==> src/rtl/core/blas_pkg.sv <==
// Shared types and constants of the banded local alignment score block.
`timescale 1ns / 1ps
`default_nettype none
package blas_pkg;

  localparam int unsigned SCORE_W   = 24;
  localparam int unsigned DIR_W     = 3;
  localparam int unsigned SUM_W     = 27;
  localparam int unsigned SCORE_SAT = 16777215;

  // beat kinds on the input stream
  localparam logic [1:0] KIND_REF    = 2'd0;
  localparam logic [1:0] KIND_READ   = 2'd1;
  localparam logic [1:0] KIND_FINISH = 2'd2;

  // traceback direction codes
  localparam logic [DIR_W-1:0] DIR_STOP = 3'd0;
  localparam logic [DIR_W-1:0] DIR_EQ   = 3'd1;
  localparam logic [DIR_W-1:0] DIR_X    = 3'd2;
  localparam logic [DIR_W-1:0] DIR_I    = 3'd3;
  localparam logic [DIR_W-1:0] DIR_D    = 3'd4;

  // configuration register indexes
  localparam logic [2:0] CFG_MATCH    = 3'd0;
  localparam logic [2:0] CFG_MISMATCH = 3'd1;
  localparam logic [2:0] CFG_OPEN_RD  = 3'd2;
  localparam logic [2:0] CFG_OPEN_RF  = 3'd3;
  localparam logic [2:0] CFG_EXT_BASE = 3'd4;
  localparam logic [2:0] CFG_EXT_DEC  = 3'd5;
  localparam logic [2:0] CFG_EXT_CAP  = 3'd6;
  localparam logic [2:0] CFG_BAND_W   = 3'd7;

  typedef struct packed {
    logic ref_load;
    logic row_start;
    logic cur_load;
    logic mul;
    logic cand;
    logic dec;
    logic slide;
    logic finish;
    logic clr;
  } cmd_t;

  typedef struct packed {
    logic clr_last;
    logic col_last;
    logic bw_small;
    logic out_busy;
  } status_t;

endpackage
`default_nettype wire

==> src/rtl/core/blas_ctrl.sv <==
// Sequencer of the banded alignment block: beat intake, column steps, clearing.
`timescale 1ns / 1ps
`default_nettype none
module blas_ctrl
  import blas_pkg::*;
(
  input  wire logic       clk_i,
  input  wire logic       rst_ni,
  input  wire logic       in_valid_i,
  input  wire logic [1:0] in_kind_i,
  input  wire status_t    sts_i,
  output logic            in_ready_o,
  output cmd_t            cmd_o
);
  localparam logic [2:0] S_IDLE  = 3'd0;
  localparam logic [2:0] S_CLR   = 3'd1;
  localparam logic [2:0] S_PCAP  = 3'd2;
  localparam logic [2:0] S_RD    = 3'd3;
  localparam logic [2:0] S_MUL   = 3'd4;
  localparam logic [2:0] S_CAND  = 3'd5;
  localparam logic [2:0] S_DEC   = 3'd6;
  localparam logic [2:0] S_SLIDE = 3'd7;

  logic [2:0] state_q, state_d;
  logic       accept;

  assign in_ready_o = (state_q == S_IDLE) && ((in_kind_i != KIND_FINISH) || !sts_i.out_busy);
  assign accept     = in_valid_i && in_ready_o;

  always_comb begin
    state_d = state_q;
    cmd_o   = '0;
    case (state_q)
      S_IDLE: begin
        if (accept) begin
          case (in_kind_i)
            KIND_REF: cmd_o.ref_load = 1'b1;
            KIND_READ: begin
              cmd_o.row_start = 1'b1;
              state_d = sts_i.bw_small ? S_SLIDE : S_PCAP;
            end
            KIND_FINISH: begin
              cmd_o.finish = 1'b1;
              state_d = S_CLR;
            end
            default: ;
          endcase
        end
      end
      S_CLR: begin
        cmd_o.clr = 1'b1;
        if (sts_i.clr_last) state_d = S_IDLE;
      end
      S_PCAP: begin
        cmd_o.cur_load = 1'b1;
        state_d = S_RD;
      end
      S_RD: begin
        state_d = S_MUL;
      end
      S_MUL: begin
        cmd_o.mul = 1'b1;
        state_d = S_CAND;
      end
      S_CAND: begin
        cmd_o.cand = 1'b1;
        state_d = S_DEC;
      end
      S_DEC: begin
        cmd_o.dec = 1'b1;
        state_d = sts_i.col_last ? S_SLIDE : S_RD;
      end
      S_SLIDE: begin
        cmd_o.slide = 1'b1;
        state_d = S_IDLE;
      end
      default: state_d = S_IDLE;
    endcase
  end

  always_ff @(posedge clk_i or negedge rst_ni) begin
    if (!rst_ni) begin
      state_q <= S_CLR;
    end else begin
      state_q <= state_d;
    end
  end
endmodule
`default_nettype wire

==> config.mk <==
export PLATFORM = sky130hd
export DESIGN_NAME = blas_ctrl
export DESIGN_NICKNAME = d
export VERILOG_FILES = /design/src/rtl/core/blas_pkg.sv /design/src/rtl/core/blas_ctrl.sv
export SDC_FILE = /design/constraint.sdc
export NUM_CORES = 1
export LEC_CHECK = 0
export ABC_AREA = 1
export BUFFER_PORTS_ARGS = -buffer_cell sky130_fd_sc_hd__buf_2
export CORE_AREA = 2 2 39 41
export CTS_CLUSTER_SIZE = 8
export DETAILED_ROUTE_END_ITERATION = 10
export DIE_AREA = 0 0 41 43
export PLACE_DENSITY = 0.55
export SLEW_MARGIN = 40
export SYNTH_ARGS = -nofsm -noshare
export SYNTH_HDL_FRONTEND = slang
export SYNTH_SLANG_ARGS = --single-unit
==> constraint.sdc <==
create_clock -name clk_i -period 1 [get_ports clk_i]
set_input_delay 0.1 -clock clk_i [delete_from_list [all_inputs] [get_ports clk_i]]
set_output_delay 0.1 -clock clk_i [all_outputs]
set_load 0.005 [all_outputs]
# [Word level (Yosys, flattened, before mapping)]
# Index checks and enable logic that the tools add are counted.
[op_classes] n_eq_ne=13 muxes=19 reduce_logical=7
[ops] operator="$pmux W3 S8" count=1
[ops] operator="$eq A3 B3 Y1 const B" count=4
[ops] operator="$mux W3" count=4
[ops] operator="$mux W1" count=11
[ops] operator="$eq A3 B2 Y1 const B" count=2
[ops] operator="$ne A2 B2 Y1 const B" count=3
[ops] operator="$pmux W3 S2" count=1
[ops] operator="$mux W2" count=2
[ops] operator="$eq A3 B1 Y1 const B" count=1
[ops] operator="$logic_not A3 Y1" count=1
[ops] operator="$ne A3 B1 Y1 const B" count=1
[ops] operator="$reduce_and A3 Y1" count=1
[ops] operator="$eq A2 B1 Y1 const B" count=1
[ops] operator="$eq A2 B2 Y1 const B" count=1
[ops] operator="$logic_and A1 B1 Y1" count=2
[ops] operator="$logic_not A2 Y1" count=1
[ops] operator="$logic_not A1 Y1" count=1
[ops] operator="$logic_or A1 B1 Y1" count=1
[word_totals] regBits=3 in_bits=9 out_inout_bits=10 elab_cells=40

# [Longest topological paths before layout]
[logic_depth] depth_word=6 ltp_mapped=7 mapped_depth_nobuf=7

# [Worst setup path before layout]
# No wires, ideal clock.
[synth_path] path_type="reg-to-reg" start="register state_q[0]" end="register state_q[1]" t_arrival_ns=0.982 required_ns=0.878 path_slack_ns=-0.104 stages_incl_launch_ff=6 synth_period_minus_slack_ns=1.104 path_cell_list="dfstp_2 -> nand2_1 -> nor3_1 -> inv_1 -> nand3_2 -> nor2_1"
[synth_between] elab_chain_len=5
[synth_lines] element="from (decl)" line="blas_ctrl.sv:24" text="logic [2:0] state_q, state_d;"
[synth_lines] element="from (signal assigned)" line="blas_ctrl.sv:85" text="state_q <= state_d;"
[synth_lines] element="$logic_not A3 Y1" line="blas_ctrl.sv:27, blas_ctrl.sv:33"
[synth_lines] element="$logic_and A1 B1 Y1" line="blas_ctrl.sv:27" text="assign in_ready_o = (state_q == S_IDLE) && ((in_kind_i != KIND_FINISH) || !sts_i.out_busy);"
[synth_lines] element="$logic_and A1 B1 Y1" line="blas_ctrl.sv:28" text="assign accept = in_valid_i && in_ready_o;"
[synth_lines] element="$ne A2 B2 Y1 (no line)"
[synth_lines] element="$reduce_and A3 Y1 (no line)"
# Parallel ways exist; a longest one is shown, timed or not.
# A chain may end at the register's enable or synchronous reset.

==> results.yml <==
synth:
  syn_area_per_cell_um2: 6.55
  synth.distinct_cells: 18
  yosys.area.top_type_share_pct: 16.3
  syn-num-nets: 56
  synth_warnings: 0
  syn_area_um2: 308
  yosysSeqAreaShare_pct: 24.8
  yosys-top-cells-area: "dfrtp_1, nor2_1, nand2_1, dfstp_2, nor3_1"
  ys_seq_elements: 3
  synth_top_cell_by_area: "dfrtp_1"
  synth_cells: 47
critical_path:
  rrSetupSlack_ns: -0.29
  critPathLaunchType: "register"
  cp-startpoint: "state_q[1]"
  crit_buf_inv: 1
  cp_top_family: "flip-flops"
  end_kind: "output port"
  r2r-end: "state_q[1]"
  cp_num_cells: 6
  rr_worst_depth: 7
  cp_max_fo: 4
  path_cells: "nor2_4 > nand2_4 > a21oi_4 > nand2_2 > nor3_2 > buf_2"
  r2r-start: "state_q[1]"
  worstSetupPathType: "reg2out"
  critical_path_required_ns: 0.90
  worst_path_largest_cell_delay_ns: 0.44
  crit_end: "cmd_o[8]"
  slowest_stage: "dfrtp_2"
  cp.arrival_ns: 1.28
clocking:
  insertion_delay_ns: 0.23
  clockRootBuffer: "clkbuf_4"
  cts.sinks: 3
  clk_transition_reported_paths_ns: 0.03
  cts_made_buffers: 3
  cts_max_path_buffers: 2
  cts_max_level: 1
  cts_tree: "yes"
placement:
  place.gp.congestion: 0.689
  dp.final_hpwl_um: 673
  placed_area_um2: 479
  io_buffers: 18
global_routing:
  grt_pass1_vias: 350
  overflow: 0
  grt_usage_pct: 10.8
  grt_first_pass_wirelength_um: 1330
  antenna_found_initial: 0
  grt_max_degree: 7
run:
  drv_cap: 0
sta:
  finalMaxSlewViolations: 0
  fin_ws_ns: -0.376
  fmax_mhz: 727
  rsz0062_at_grt: "yes"
  finalSetupViolCount: 13
  fin_skew_ns: 0.000465
  finalCritPeriodShare_pct: 138
  fin_crit_ns: 1.38
  slew_headroom_pct: 85.9
  final_hold_viol_count: 0
  worst_pin_slew_ns: 0.210
routing:
  dr.pass1.iters: 1
  wirelength_um: 973
  routed-via-count: 431
  wl_per_cell_um: 9.83
  ant_nets: 0
  drt_iter0_markers: 0
  viasPerCell: 4.35
  drc: 0
power:
  vdd_drop_max_v: 0.000804
  leakage_nw: 0.328
  powerDensity_nw_per_um2: 2750
status:
  violations: "negative setup slack"
  status: "finished with violations"
final_layout:
  biggestRegsByFlops: "state_q x3"
  fin_nets: 93
  area_growth_pct: 111
  fill_cells: 152
  diodes: 0
  fin_util_pct: 46.9
  regMostFlops: "state_q"
  drive_gt1_share_pct: 73.5
  fin_area_um2: 649
  largest_reg_flops: 3
die:
  boundaryPins: 19
  std_cell_rows: 14
  coreArea_um2: 1380
  fp.dieH_um: 43
  start_util_pct: 22.2
  die_area_um2: 1760
  die_w_um: 41
worst_hold_path:
  min_path_type: "in2async"
==> stage by stage <==
step           setup TNS (ns)  cells  setup slack (ns)  hold WS (ns)  power (mW)
5_1_grt                 -4.64     99            -0.452         0.210        1.92
3_3_place_gp           -0.893     88            -0.147        -0.103        1.06
6_report                -3.97     99            -0.376         0.192        1.79
3_5_place_dp            -1.02     88            -0.169        -0.103        1.08
4_1_cts                 -3.68     97            -0.393         0.179        1.60
2_1_floorplan          -0.232     47           -0.0535        -0.196       0.741
==> cells in the final DEF, fill, tap and decap left out, drive strengths merged <==
cell | netlist | final
dfrtp | 2 | 2
nand2 | 11 | 11
nand3b | 1 | 1
a21oi | 3 | 3
inv | 6 | 6
dlygate4sd3 | 0 | 1
nand3 | 3 | 3
nor2 | 13 | 13
or2 | 1 | 1
a21o | 1 | 1
nor3 | 5 | 5
buf | 0 | 31
clkbuf | 0 | 4
dfstp | 1 | 1
==> worst min path at each step <==
stage	start	to	slack (ns)
floorplan	rst_ni	state_q[1]	-0.20
global placement	rst_ni	state_q[1]	-0.10
detailed placement	rst_ni	state_q[1]	-0.10
CTS	sts_i[3]	state_q[0]	0.18
global route	rst_ni	state_q[2]	0.21
finish	rst_ni	state_q[1]	0.19
==> cells in the mapped netlist (all sizes together) <==
master,number
a21oi,3
a21o,1
or2,1
inv,6
nor2,13
nand3b,1
nand2,11
nor3,5
dfrtp,2
dfstp,1
nand3,3
==> logic make-up (layout without fill, tap and decap cells) <==
| kind of cell | count (synthesis) | count (layout) | synth area share (%) |
|---|---|---|---|
| compound gates | 4 | 4 | 11.4 |
| buf+inv | 6 | 42 | 7.32 |
| flops | 3 | 3 | 24.8 |
| simple gates | 34 | 34 | 56.5 |
==> cell type report <==
| cell class | instances | area (µm²) | share of cell area (%) |
|---|---|---|---|
| timing repair buffer | 32 | 223 | 34.3 |
| multi-input combinational | 38 | 277 | 42.6 |
| inverter | 6 | 25.0 | 3.85 |
| sequential | 3 | 78.8 | 12.1 |
| tap | 16 | 20.0 | 3.08 |
| clock buffer | 4 | 26.3 | 4.05 |
==> power breakdown <==
part / switching (mW) / internal, mW / total [mW]
Clock: 0.0577 / 0.149 / 0.207
Combinational: 0.613 / 0.697 / 1.31
Sequential: 0.0778 / 0.192 / 0.270
Total: 0.749 / 1.04 / 1.79
==> worst register-to-register path, stage by stage, from the launching register on <==
cell and delay (ns):
dfrtp_2 0.44, nor2_4 0.12, nand2_4 0.07, buf_4 0.13, buf_6 0.11, a21o_4 0.19
nand3_4 0.07, nor2_1 0.04
==> layer usage <==
metal / part of all wire, % / vias to the layer above / GRT usage, % / wire length [µm]
met5: 0 / - / 0 / 0
met4: 0 / 0 / 2.00 / 0
met3: 4.8 / 0 / 3.14 / 47
met2: 54 / 13 / 18.4 / 521
met1: 42 / 197 / 12.6 / 405
li1: - / 221 / - / -
==> what timing repair did <==
| action | 4_1_cts | 5_1_grt |
|---|---|---|
| endpoints found under the setup margin | 13 | 13 |
| hold buffers | 1 | 0 |
| buffers inserted | 4 | 2 |
| pin swaps | 7 | 5 |
| gates resized for setup | 14 | 10 |
| endpoints found under the hold margin | 3 | 0 |
Note: power is estimated with default switching activity, not from simulation.
